## src/sv/whist_ram.sv

```systemverilog
module whist_ram #(
    parameter int WIDTH = 32,
    parameter int DEPTH = 64
) (
    input  logic                     clk,
    input  logic                     we,
    input  logic [$clog2(DEPTH)-1:0] addr,
    input  logic [WIDTH-1:0]         wdata,
    output logic [WIDTH-1:0]         rdata
);

    logic [WIDTH-1:0] mem [DEPTH];

    // single port, registered read
    always_ff @(posedge clk)
    begin
        if (we)
        begin
            mem[addr] <= wdata;
        end
        rdata <= mem[addr];
    end

endmodule

```

## config.mk

```make
export PLATFORM = sky130hd
export DESIGN_NAME = whist_ram
export DESIGN_NICKNAME = d
export VERILOG_FILES = /design/src/sv/whist_ram.sv
export SDC_FILE = /design/constraint.sdc
export NUM_CORES = 2
export LEC_CHECK = 0
export BUFFER_PORTS_ARGS = -buffer_cell sky130_fd_sc_hd__buf_2
export CORE_MARGIN = 5
export CORE_UTILIZATION = 30
export CTS_CLUSTER_SIZE = 20
export DETAILED_ROUTE_END_ITERATION = 16
export PLACE_DENSITY = 0.4
export SLEW_MARGIN = 20
export SYNTH_ARGS = -nofsm -noshare
export SYNTH_HDL_FRONTEND = slang
export SYNTH_SLANG_ARGS = --single-unit
export TNS_END_PERCENT = 50
```

## constraint.sdc

```tcl
create_clock -name clk -period 8 [get_ports clk]
set_clock_uncertainty 0.1 [all_clocks]
set_input_delay 0.4 -clock clk [delete_from_list [all_inputs] [get_ports clk]]
set_output_delay 0.4 -clock clk [all_outputs]
set_load 0.02 [all_outputs]
```

# Yosys cells after proc, flatten, opt, wreduce, memory -nomap -nowiden
# Memory sizes are Yosys's and may differ from the RTL's. A register that Yosys moved wholly into a read port is not among the register bits.
# Index checks and enable logic that the tools add are counted.
# classes
n_mux	2
# ops
cell	count
$mux 1	2
# totals
n_memories	1
wordCells	3
ramBits	2048
output_inout_bits	32
regBits	0
# memory_table
memory	words	word_bits	rd	rd_ports_with_merged_regs	wr	line_no	text
mem	64	32	1	1	1	12	logic [WIDTH-1:0] mem [DEPTH];

# Longest topological paths before layout
# depth
depth_word	2
mapped_depth	13
ltp_nobuf	6

# Worst setup path before layout
# No wires, ideal clock.
# synth_timing
path_type	input port to flip-flop
from	in addr[2]
to	mem mem[15][0] (enable)
n_path_buf	6
cell_stages	8
setup_ps	421
t_arrival_ps	3218
path_slack_ps	4261
t_required_ps	7479
cell_sequence	buf_2 > buf_2 > buf_2 > buf_2 > buf_2 > buf_2 > nand3_1 > nor2_1
# synth_lines
element	line_no	text
from (decl)	7	input logic [$clog2(DEPTH)-1:0] addr,
to (decl)	12	
# No word-level cell before the write port.

==> qor.log <==
INFO  timing         final.setup.tns=0ns
INFO  layout         fin_util=0.349
INFO  routing        detail_route.first_pass.iterations=5
INFO  status         status=completed
INFO  timing         worst_slew_pin_slew=1.11ns
INFO  layout         area_delta_synth_final=15.8%
INFO  setup_path     worstRegToRegCells=5
INFO  setup_path     timing.critical_path.from=addr[0]
INFO  logic_synthesis synth_top_cell_by_area=sky130_fd_sc_hd__edfxtp_1
INFO  logic_synthesis synth.yosys.seq_area_share=0.787
INFO  logic_synthesis synth_most_common_cell=sky130_fd_sc_hd__edfxtp_1
INFO  global_route   global_route.overflow_total=0
INFO  global_route   number_of_global_route_vias_before_repair=42386
INFO  timing         post-route-min-period=4.08ns
INFO  routing        drt_iter0_drc=4053
INFO  power          worst_ir_drop_vdd=0.165mV
INFO  clocking       cts_num_sinks=2080
INFO  logic_synthesis synth_flop_cell=sky130_fd_sc_hd__edfxtp_1
INFO  global_route   globalRouteTotalUtil=0.185
INFO  job            cap_viol_max_count=0
INFO  routing        drtAntennaViolNets=0
INFO  layout         finish.net_count=4446
INFO  setup_path     critPathCaptureType=flop
INFO  timing         whs=0.0722ns
INFO  timing         post-route-period-util=0.510
INFO  setup_path     worst_r2r_startpoint=mem[37][0]
INFO  clocking       cts_root_buffer=sky130_fd_sc_hd__clkbuf_16
INFO  logic_synthesis synth.cells.most_frequent=sky130_fd_sc_hd__edfxtp_1 (2048), sky130_fd_sc_hd__mux2i_1 (259), sky130_fd_sc_hd__a22oi_1 (188), sky130_fd_sc_hd__a221oi_1 (175), sky130_fd_sc_hd__clkbuf_1 (168)
INFO  clocking       clockBufferDepth=4
INFO  timing         final_max_slew_viol_count=0
INFO  global_route   antenna_found_initial=19
INFO  floorplan      row_count=188
INFO  power          cellPowerDensity=257nW/µm²
INFO  logic_synthesis synth_cells=4239
INFO  logic_synthesis netlist.area_leader.share=0.779
INFO  placed_design  detail_placement_hpwl=149000µm
INFO  min_path       worstHoldPathType=in -> reg
INFO  min_path       whs_path_depth=2
INFO  placed_design  place.gp.congestion=0.770
INFO  placed_design  placedInstanceArea=84300µm²
INFO  setup_path     ordered_list_of_cells_on_the_worst_path=buf_8 > buf_4 > buf_4 > mux4_2 > mux2i_1 > nor2_1 > or4b_1 > or4_1
INFO  routing        finalWirelength=260000µm
INFO  setup_path     startpoint_class=input port
INFO  layout         final_design_area_no_fill=91400µm²
INFO  logic_synthesis ys_top_cells_by_area=sky130_fd_sc_hd__edfxtp_1 (78%), sky130_fd_sc_hd__mux2i_1 (3.3%), sky130_fd_sc_hd__mux4_2 (2.7%)
INFO  routing        routed_wirelength_normalized_by_instance_count=32.1µm
INFO  power          power_leakage=28.8nW
INFO  placed_design  placement.io_buffers=71
INFO  timing         hold_viol_final=0
INFO  logic_synthesis post_synth_instance_area=78900µm²
INFO  logic_synthesis synth_nets=4279
INFO  floorplan      floorplan.die_area=273000µm²
INFO  clocking       tritoncts=yes
INFO  floorplan      floorplan.initialDensity=0.301
INFO  clocking       cts_inserted_buffers=230
INFO  logic_synthesis synth-warning-count=0
INFO  min_path       hold-path-endpoint=mem[27][0]
INFO  routing        drc=0
INFO  timing         max_freq=245MHz
INFO  floorplan      boundaryPins=72
INFO  layout         final_layout_size_suffix_gt1_frac=0.188
INFO  logic_synthesis ys_seq_elements=2080
INFO  routing        routed-via-count=42244
INFO  timing         setup_viol=0
INFO  logic_synthesis yosys.cell_types.count=56
INFO  floorplan      die_y=523µm
INFO  logic_synthesis async_flop_share=0
INFO  floorplan      core=262000µm²
INFO  clocking       cts-htree-levels=4
INFO  setup_path     crit_slowest_cell=sky130_fd_sc_hd__buf_4
INFO  global_route   grt_first_pass_wirelength=359000µm
INFO  floorplan      die_width=523µm
INFO  routing        via_per_inst=5.21
INFO  timing         timing.slew.headroom=0.260
INFO  setup_path     worst-endpoint-required=8.63ns
INFO  setup_path     timing_worst_setup_path_type=in -> reg
INFO  min_path       worst_hold_startpoint=wdata[0]
INFO  setup_path     crit_fanout=64
INFO  global_route   grt_max_degree=124
INFO  setup_path     setup.reg_to_reg.worst_slack=5.12ns
INFO  logic_synthesis number_of_flops_mapped_to_enable_cells_by_yosys=2048
INFO  clocking       clkLatencyLatePin=0.90ns
INFO  timing         rsz0062_at_grt=false
INFO  logic_synthesis postSynthAreaPerCell=18.6µm²
INFO  clocking       clk_pin_slew_worst_paths=0.06ns
INFO  setup_path     worst_path_most_repeated_cell=sky130_fd_sc_hd__buf_4
INFO  setup_path     timing.critical_path.slowest_cell_delay=0.81ns
INFO  setup_path     cp_data_arrival_time=4.71ns
INFO  setup_path     timing.rr.end=rdata[0]
## through the flow
stage          instances  total power [mW]  setup WS [ns]
2_1_floorplan       4239              12.9           4.26
3_3_place_gp        7682              13.6           2.20
3_5_place_dp        7687              13.6           2.97
4_1_cts             8098              23.8           3.92
5_1_grt             8105              24.3           3.77
6_report            8111              23.5           3.92
## cell families (layout without fill, tap and decap cells)
logic type / after synthesis / in the layout / share of synthesized area
DFF: 2080 / 2080 / 0.787
AOI/OAI and AO/OA: 933 / 933 / 0.0866
buffers and inverters: 300 / 645 / 0.0168
and+or+nand+nor: 424 / 424 / 0.0281
other: 0 / 12 / 0
muxes: 502 / 502 / 0.0812
## how the worst max path moves through the flow
stage | to | slack [ns] | cells after the start
global route | rdata[19] | 3.77 | 8
floorplan | mem[15][0] | 4.26 | 8
finish | rdata[19] | 3.92 | 8
CTS | rdata[19] | 3.92 | 8
global placement | rdata[2] | 2.20 | 9
detailed placement | rdata[19] | 2.97 | 8
## layout by cell type (no fill, tap or decap), types with 53 or more instances in the layout
cell	instances
sky130_fd_sc_hd__o22ai_1	93
sky130_fd_sc_hd__mux2_2	147
sky130_fd_sc_hd__nand3_1	53
sky130_fd_sc_hd__o21ai_0	84
sky130_fd_sc_hd__a22o_1	66
sky130_fd_sc_hd__nor2_4	67
sky130_fd_sc_hd__clkbuf_16	231
sky130_fd_sc_hd__a221oi_1	175
sky130_fd_sc_hd__a21oi_1	121
sky130_fd_sc_hd__buf_2	71
sky130_fd_sc_hd__edfxtp_1	2048
sky130_fd_sc_hd__mux4_2	96
sky130_fd_sc_hd__mux2i_1	259
sky130_fd_sc_hd__o22a_1	70
sky130_fd_sc_hd__nor2_1	77
sky130_fd_sc_hd__clkbuf_1	79
sky130_fd_sc_hd__buf_4	151
sky130_fd_sc_hd__and3_1	85
sky130_fd_sc_hd__a22oi_1	188
## flip-flops by register name, summed over array words and instances, names as in the netlist
register / count
mem: 2048
rdata: 32
## layer usage
layer,routed length (µm),GRT usage,share of wire
met1,116000,0.258,0.45
met2,127000,0.311,0.49
met3,11700,0.0244,0.045
met4,5900,0.0401,0.023
met5,0,0,0
## worst max-delay path: cells and delay by family
| family | cells | cell delay [ns] |
|---|---|---|
| simple gates | 3 | 1.20 |
| buf+inv | 3 | 2.01 |
| mux | 2 | 0.76 |
## report_power, final
group	internal [mW]	switching (mW)
Sequential	12.1	0.0540
Combinational	0.347	0.911
Clock	5.83	4.26
Total	18.2	5.22
## what timing repair did
action                    in CTS  in global routing
hold buffers                   1                  0
resized for setup              0                  0
setup buffers                  0                  0
hold endpoints to repair      24                  0
## layout make-up
cell class                 count  area, µm²
multi-input combinational   1859      16100
clock buffer                 316       6160
antenna                       12       30.0
inverter                       2       15.0
fill                       24926     171000
timing repair buffer         233       1680
tap                         3515       4400
sequential                  2080      62100
clock inverter                94        850
Power figures use the tool's default switching activity.
