[src/sv/whist_pkg.sv]
package whist_pkg;

    localparam int NBINS     = 64;
    localparam int BIN_W     = $clog2(NBINS);
    localparam int SLOT_W    = 7;
    localparam int EDGE_AW   = $clog2(NBINS + 1);
    localparam int POS_W     = 32;
    localparam int CNT_W     = 32;
    localparam int SUM_W     = 48;
    localparam int STAT_W    = CNT_W + SUM_W;
    localparam int DIV_N_W   = 64;
    localparam int DIV_D_W   = 34;
    localparam int DIV_STEPS = DIV_N_W;
    localparam int DIV_CNT_W = $clog2(DIV_STEPS);

    localparam logic [SLOT_W-1:0] BINS_RESET = SLOT_W'(NBINS);
    localparam logic [SUM_W-1:0]  SUM_MAX    = {1'b0, {(SUM_W-1){1'b1}}};
    localparam logic [SUM_W-1:0]  SUM_MIN    = {1'b1, {(SUM_W-1){1'b0}}};
    localparam logic [CNT_W-1:0]  CNT_MAX    = {CNT_W{1'b1}};

    localparam logic [1:0] MODE_AVG  = 2'd0;
    localparam logic [1:0] MODE_DENS = 2'd1;

    localparam logic REG_BINS = 1'b0;
    localparam logic REG_MODE = 1'b1;

    typedef enum logic [1:0] {
        REQ_EDGE   = 2'd0,
        REQ_SAMPLE = 2'd1,
        REQ_READ   = 2'd2,
        REQ_BAD    = 2'd3
    } req_t;

    typedef enum logic [1:0] {
        STS_OK     = 2'd0,
        STS_MISS   = 2'd1,
        STS_RANGE  = 2'd2,
        STS_ZERO_W = 2'd3
    } status_t;

    typedef enum logic [3:0] {
        FSM_IDLE,
        FSM_SCAN,
        FSM_HIT_RD,
        FSM_HIT_WB,
        FSM_RD_LO,
        FSM_RD_HI,
        FSM_CALC,
        FSM_DIV,
        FSM_RESP
    } fsm_t;

endpackage

[src/sv/whist_div.sv]
module whist_div
    import whist_pkg::*;
(
    input  logic               clk,
    input  logic               rst_n,
    input  logic               start,
    input  logic [DIV_N_W-1:0] dividend,
    input  logic [DIV_D_W-1:0] divisor,
    output logic               done,
    output logic [DIV_N_W-1:0] quotient
);

    logic [DIV_D_W:0]     rem_reg, rem_next;
    logic [DIV_N_W-1:0]   quo_reg, quo_next;
    logic [DIV_D_W-1:0]   den_reg, den_next;
    logic [DIV_CNT_W-1:0] step_reg, step_next;
    logic                 run_reg, run_next;
    logic                 done_reg, done_next;
    logic [DIV_D_W:0]     shifted;
    logic [DIV_D_W:0]     diff;

    // restoring division, one quotient bit per cycle
    always_comb
    begin
        rem_next  = rem_reg;
        quo_next  = quo_reg;
        den_next  = den_reg;
        step_next = step_reg;
        run_next  = run_reg;
        done_next = 1'b0;
        shifted   = {rem_reg[DIV_D_W-1:0], quo_reg[DIV_N_W-1]};
        diff      = shifted - {1'b0, den_reg};
        if (start)
        begin
            rem_next  = '0;
            quo_next  = dividend;
            den_next  = divisor;
            step_next = '0;
            run_next  = 1'b1;
        end
        else if (run_reg)
        begin
            if (shifted >= {1'b0, den_reg})
            begin
                rem_next = diff;
                quo_next = {quo_reg[DIV_N_W-2:0], 1'b1};
            end
            else
            begin
                rem_next = shifted;
                quo_next = {quo_reg[DIV_N_W-2:0], 1'b0};
            end
            step_next = step_reg + 1'b1;
            if (step_reg == DIV_CNT_W'(DIV_STEPS - 1))
            begin
                run_next  = 1'b0;
                done_next = 1'b1;
            end
        end
    end

    always_ff @(posedge clk or negedge rst_n)
    begin
        if (!rst_n)
        begin
            run_reg  <= 1'b0;
            done_reg <= 1'b0;
            step_reg <= '0;
        end
        else
        begin
            run_reg  <= run_next;
            done_reg <= done_next;
            step_reg <= step_next;
        end
    end

    always_ff @(posedge clk)
    begin
        rem_reg <= rem_next;
        quo_reg <= quo_next;
        den_reg <= den_next;
    end

    assign done     = done_reg;
    assign quotient = quo_reg;

endmodule
[config.mk]
export PLATFORM = sky130hd
export DESIGN_NAME = whist_div
export DESIGN_NICKNAME = d
export VERILOG_FILES = /design/src/sv/whist_pkg.sv /design/src/sv/whist_div.sv
export SDC_FILE = /design/constraint.sdc
export NUM_CORES = 1
export LEC_CHECK = 0
export BUFFER_PORTS_ARGS = -buffer_cell sky130_fd_sc_hd__buf_2
export CAP_MARGIN = 20
export CORE_MARGIN = 4
export CORE_UTILIZATION = 34
export CTS_BUF_LIST = sky130_fd_sc_hd__clkbuf_2 sky130_fd_sc_hd__clkbuf_4 sky130_fd_sc_hd__clkbuf_8
export DETAILED_ROUTE_END_ITERATION = 8
export PLACE_DENSITY = 0.58
export SLEW_MARGIN = 20
export SYNTH_ARGS = -nofsm -noshare
export SYNTH_HDL_FRONTEND = slang
export SYNTH_SLANG_ARGS = --single-unit
[constraint.sdc]
create_clock -name clk -period 9.85 [get_ports clk]
set_clock_uncertainty 0.1 [all_clocks]
set_input_delay 0.985 -clock clk [delete_from_list [all_inputs] [get_ports clk]]
set_output_delay 0.985 -clock clk [all_outputs]
set_load 0.02 [all_outputs]
# Word-level counts from Yosys, hierarchy flattened
# Cells that the tools add are included.
[word_totals]
register_bits = 140
word_cells = 23
[op_classes]
muxes = 12
magnitude_cmp = 1
reduce_logical = 1
add_sub_neg = 2
n_eq_ne = 1
[op_table]
columns = ["operator", "n"]
rows = [
  ["two-way mux 64 bit", 2],
  ["greater-or-equal comparator 35 x 34 -> 1 bit", 1],
  ["two-way mux 34 bit", 1],
  ["subtractor 34 bit", 1],
  ["two-way mux 6 bit", 2],
  ["two-way mux 1 bit", 7],
  ["adder 6 x 1 -> 6 bit (second input constant)", 1],
  ["== test 6 bit (second input constant)", 1],
  ["nonzero test 2 bit", 1],
]

# Logic depth before layout (Yosys ltp)
[depth]
depth_word = 4
depth_mapped = 14
mapped_depth_nobuf = 13

# Worst setup path after synthesis
# OpenSTA, ideal clock, no wires.
[synth_timing]
path_kind = "input to register"
from = "input port start"
to = "register quo_reg[0], in the netlist quotient[0] (enable)"
slack_ns = 6.340
required_ns = 9.326
stages = 4
path_buffers = 2
arrival_time_ns = 2.986
setup_ns = 0.424
path_cell_list = "clkbuf_1 clkbuf_1 inv_1 nand2_1"
[synth_via]
elab_chain_cells = 1
[synth_rtl]
columns = ["item", "line", "text"]
rows = [
  ["from (decl)", "whist_div.sv:6", "input logic start,"],
  ["nonzero test 2 bit (no line)", "n/a", ""],
  ["to (signal assigned)", "whist_div.sv:81", "quo_reg <= quo_next;"],
  ["to (decl)", "whist_div.sv:14", "logic [DIV_N_W-1:0] quo_reg, quo_next;"],
]
# Every way passes these cells.
# A chain may end at the register's enable or synchronous reset.

# Final worst setup path
[layout_timing]
from = "register den_reg[9]"
to = "register rem_reg[33]"
[layout_via]
elab_chain_cells = 2
word_cells_on_any_way = 3
cone_classes = "add/sub (1); order compare (1); mux (1)"
[layout_rtl]
columns = ["item", "line", "text"]
rows = [
  ["from (decl)", "whist_div.sv:15", "logic [DIV_D_W-1:0] den_reg, den_next;"],
  ["from (signal assigned)", "whist_div.sv:82", "den_reg <= den_next;"],
  ["subtractor 34 bit or greater-or-equal comparator 35 x 34 -> 1 bit (tied branches)", "whist_div.sv:32, whist_div.sv:43", ""],
  ["two-way mux 34 bit (*)", "whist_div.sv:43", "if (shifted >= {1'b0, den_reg})"],
  ["to (signal assigned)", "whist_div.sv:80", "rem_reg <= rem_next;"],
  ["to (decl)", "whist_div.sv:13", "logic [DIV_D_W:0] rem_reg, rem_next;"],
]
# Every way passes the cells marked *; elsewhere a longest branch is shown, timed or not.

==> impl_metrics.ini <==
[worst_setup_path]
crit_type = flop to flop
cp.arrival_ns = 4.30
worstSetupStartpointType = flop
crit_path_cell_trace = inv_1 -> ha_1 -> and3_1 -> o211a_1 -> o31ai_1 -> a211oi_1 -> o21bai_1 -> o31ai_4 -> buf_4 -> or4b_1 -> mux2i_1 -> a2111oi_2
cp_max_fo = 31
slowest_stage = o31ai_4
worstPathRequired_ns = 10.05
max_stage_delay_ns = 0.91
critPathCaptureType = flop

[yosys]
synthMuxAreaShare_pct = 13.65
syn_inst = 675
synth_ff_type = edfxtp_1
synthXorXnorAreaFrac_pct = 2.847
synth_edf_count = 98
synth_area_mm2 = 0.007690
synth_top_family_by_area = compound AO/OA/AOI/OAI gates
yosys.area_share.simple_pct = 9.307
synth_seq_cells = 140
syn_area_per_cell_um2 = 11.39
synthAdderAreaFrac_pct = 5.955
synth_seq_area_share_pct = 49.72
synth_cell_types = 67
yosysWarnings = 0
synth_compound_area_share_pct = 14.29
synth_nets = 812
synthArstFlopShare_pct = 5.714

[floorplanning]
core_area_mm2 = 0.02203
die_h_um = 158.4
fp.dieW_um = 158.4
rows = 54
die_area_mm2 = 0.02509
start_util_pct = 34.91
io_pins = 166

[global_routing]
grt_first_pass_wirelength_mm = 30.64
grt.total_usage_pct = 15.60
antenna_found_initial = 3
overflow = 0
grt_start_max_net_pins = 72
grt_pass1_vias = 5858

[final_layout]
layout-drive-gt1-share_pct = 34.44
finalCoreUtilization_pct = 41.43
multi_input_area_mm2 = 0.003552
area_delta_synth_final_pct = 18.68
ff_latch_area_mm2 = 0.003825
largest_reg_flops = 64
layoutNonFillerInstCount = 1125
antenna_cells = 0
layout.nets = 969
num-fill-cells = 2160

[power_and_ir_drop]
power.leakage_nw = 4.056
vdd_drop_max_v = 0.00008544
seqPwrFrac_pct = 38.0
swShare_pct = 38.27
p_int_w = 0.001290
power_density_mw_per_mm2 = 229.0
clockPowerShare_pct = 21.4
p_sw_w = 0.0008000
comb_power_share_pct = 40.5

[placed_design]
port_buffers = 165
hpwlAfterDp_mm = 14.08
place_congestion = 0.8469
dp.cells = 1093

[clocking]
cts_resized = 0
cts_root_buf = clkbuf_8
cts_htree_levels = 4
cts.clk_slew.worst_paths_ns = 0.09
cts_buffers = 17
cts_hold_buf = 0
cts_tree = done
worstSkewPairLatency_ns = 0.46
clock-sinks = 140
post_cts_buffers = 0
clockBufferDepth = 2

[routing]
wl_per_cell_um = 17.17
drc = 0
drt_wl_total_mm = 19.32
postRouteAntennaNets = 0
num_vias = 5713
vias_per_cell = 5.078
drt_iter0_drc = 279
first_pass_iters = 7

[job]
drv_cap = 0

[sta]
fmax_ghz = 0.2438
fin_crit_sh_pct = 41.64
rsz0062_at_grt = false
maxSlewViolCount = 0
tns_ns = 0
tightest_slew_ns = 1.046
hold_violations = 0
period_needed_ns = 4.101
slew-limit-headroom_pct = 30.24
setup_viol = 0

[run_status]
outcome = complete, no violations

[hold_path]
hold_class = input port to async pin
## worst max-delay path: cells and delay by family, from the launching register on
family	cells	cell delay, ns
AO/OA/AOI/OAI	6	1.70
adder cells (fa/ha/maj)	1	0.35
buffers and inverters	2	0.54
flip-flops	1	0.33
multiplexers	1	0.17
AND/OR/NAND/NOR	2	0.73
## cells in the mapped netlist, types with 3 or more instances
cell type | n | area share (%)
a21oi_1 | 31 | 2.0
nand3_1 | 12 | 0.78
o31ai_1 | 3 | 0.29
a211oi_1 | 25 | 2.4
o21ai_0 | 20 | 1.3
nand2_1 | 40 | 2.0
edfxtp_1 | 98 | 38
inv_1 | 44 | 2.1
ha_1 | 35 | 5.7
buf_6 | 3 | 0.44
a311oi_1 | 6 | 0.68
or3_1 | 3 | 0.24
xnor2_1 | 9 | 1.0
mux2i_1 | 25 | 3.3
mux2_2 | 70 | 10
and3_1 | 4 | 0.33
a221oi_1 | 4 | 0.46
dfxtp_1 | 34 | 8.9
o21bai_1 | 3 | 0.29
buf_2 | 5 | 0.33
xor2_1 | 16 | 1.8
nand4_1 | 8 | 0.65
nor2_1 | 55 | 2.7
dfrtp_1 | 8 | 2.6
nor3_1 | 9 | 0.59
a31oi_1 | 6 | 0.49
and2_1 | 4 | 0.33
clkbuf_1 | 21 | 1.0
a21o_1 | 24 | 2.3
a21boi_0 | 3 | 0.29
## stage by stage
step	power (W)	cell area, um^2	setup slack, ns	hold WS, ns
3_3_place_gp	0.001653	8762	5.870	0.3724
2_1_floorplan	0.001461	7690	6.340	0.3578
3_5_place_dp	0.001654	8762	5.681	0.3792
4_1_cts	0.002112	9126	5.687	0.2338
6_report	0.002090	9126	5.749	0.2645
5_1_grt	0.002241	9126	5.469	0.2304
## worst paths after layout
path / startpoint / cells past startpoint / end / slack [ns]
max in group asynchronous: rst_n / 1 / run_reg / 9.20
min in group clk: rem_reg[2] / 2 / rem_reg[2] / 0.39
max: den_reg[9] / 12 / rem_reg[33] / 5.75
max reg2reg: den_reg[9] / 12 / rem_reg[33] / 5.75
min: rst_n / 1 / done / 0.26
min reg2reg: rem_reg[2] / 2 / rem_reg[2] / 0.39
## cell type report
type | instances | area share, %
inverters | 45 | 1.851
repair buffers | 170 | 9.487
flip-flops and latches | 140 | 41.91
well taps | 280 | 3.839
multi-input cells | 458 | 38.92
clock buffers | 18 | 2.646
clock inverters | 14 | 1.344
## routing by layer
| layer | wire length (um) | global-route usage, % |
|---|---|---|
| met1 | 8624 | 20.00 |
| met2 | 8833 | 24.76 |
| met3 | 1687 | 6.823 |
| met4 | 147 | 3.046 |
| met5 | 28 | 0 |
## cell usage in the layout, fill, tap and decap left out, types with 4 or more instances in the layout
| cell | n |
|---|---|
| nor2_1 | 55 |
| mux2i_1 | 25 |
| xor2_1 | 16 |
| buf_4 | 6 |
| and3_1 | 4 |
| clkbuf_8 | 17 |
| and2_1 | 4 |
| nand2_1 | 39 |
| dfxtp_1 | 34 |
| edfxtp_1 | 98 |
| nand3_1 | 12 |
| inv_1 | 44 |
| buf_2 | 164 |
| dfrtp_1 | 7 |
| nor3_1 | 9 |
| a21o_1 | 24 |
| nand4_1 | 8 |
| a21oi_1 | 31 |
| xnor2_1 | 9 |
| a31oi_1 | 6 |
| a311oi_1 | 6 |
| mux2_2 | 70 |
| inv_6 | 6 |
| o21ai_0 | 20 |
| a221oi_1 | 4 |
| a211oi_1 | 25 |
| ha_1 | 35 |
## kinds of logic after synthesis
| kind of cell | count (synthesis) |
|---|---|
| compound gates | 151 |
| xor+xnor | 25 |
| fa+ha+maj | 36 |
| buf+inv | 77 |
| flops | 140 |
| mux | 96 |
| simple gates | 150 |
## power groups by stage
| stage | Combinational, W | Clock (W) | Sequential [W] |
|---|---|---|---|
| CTS | 0.000852 | 0.000464 | 0.000796 |
| global route | 0.000939 | 0.000493 | 0.000810 |
| detailed placement | 0.000847 | 0 | 0.000807 |
| floorplan | 0.000630 | 0 | 0.000831 |
| global placement | 0.000847 | 0 | 0.000806 |
| finish | 0.000847 | 0.000448 | 0.000795 |
No activity file was read; power rests on OpenSTA's default activity.
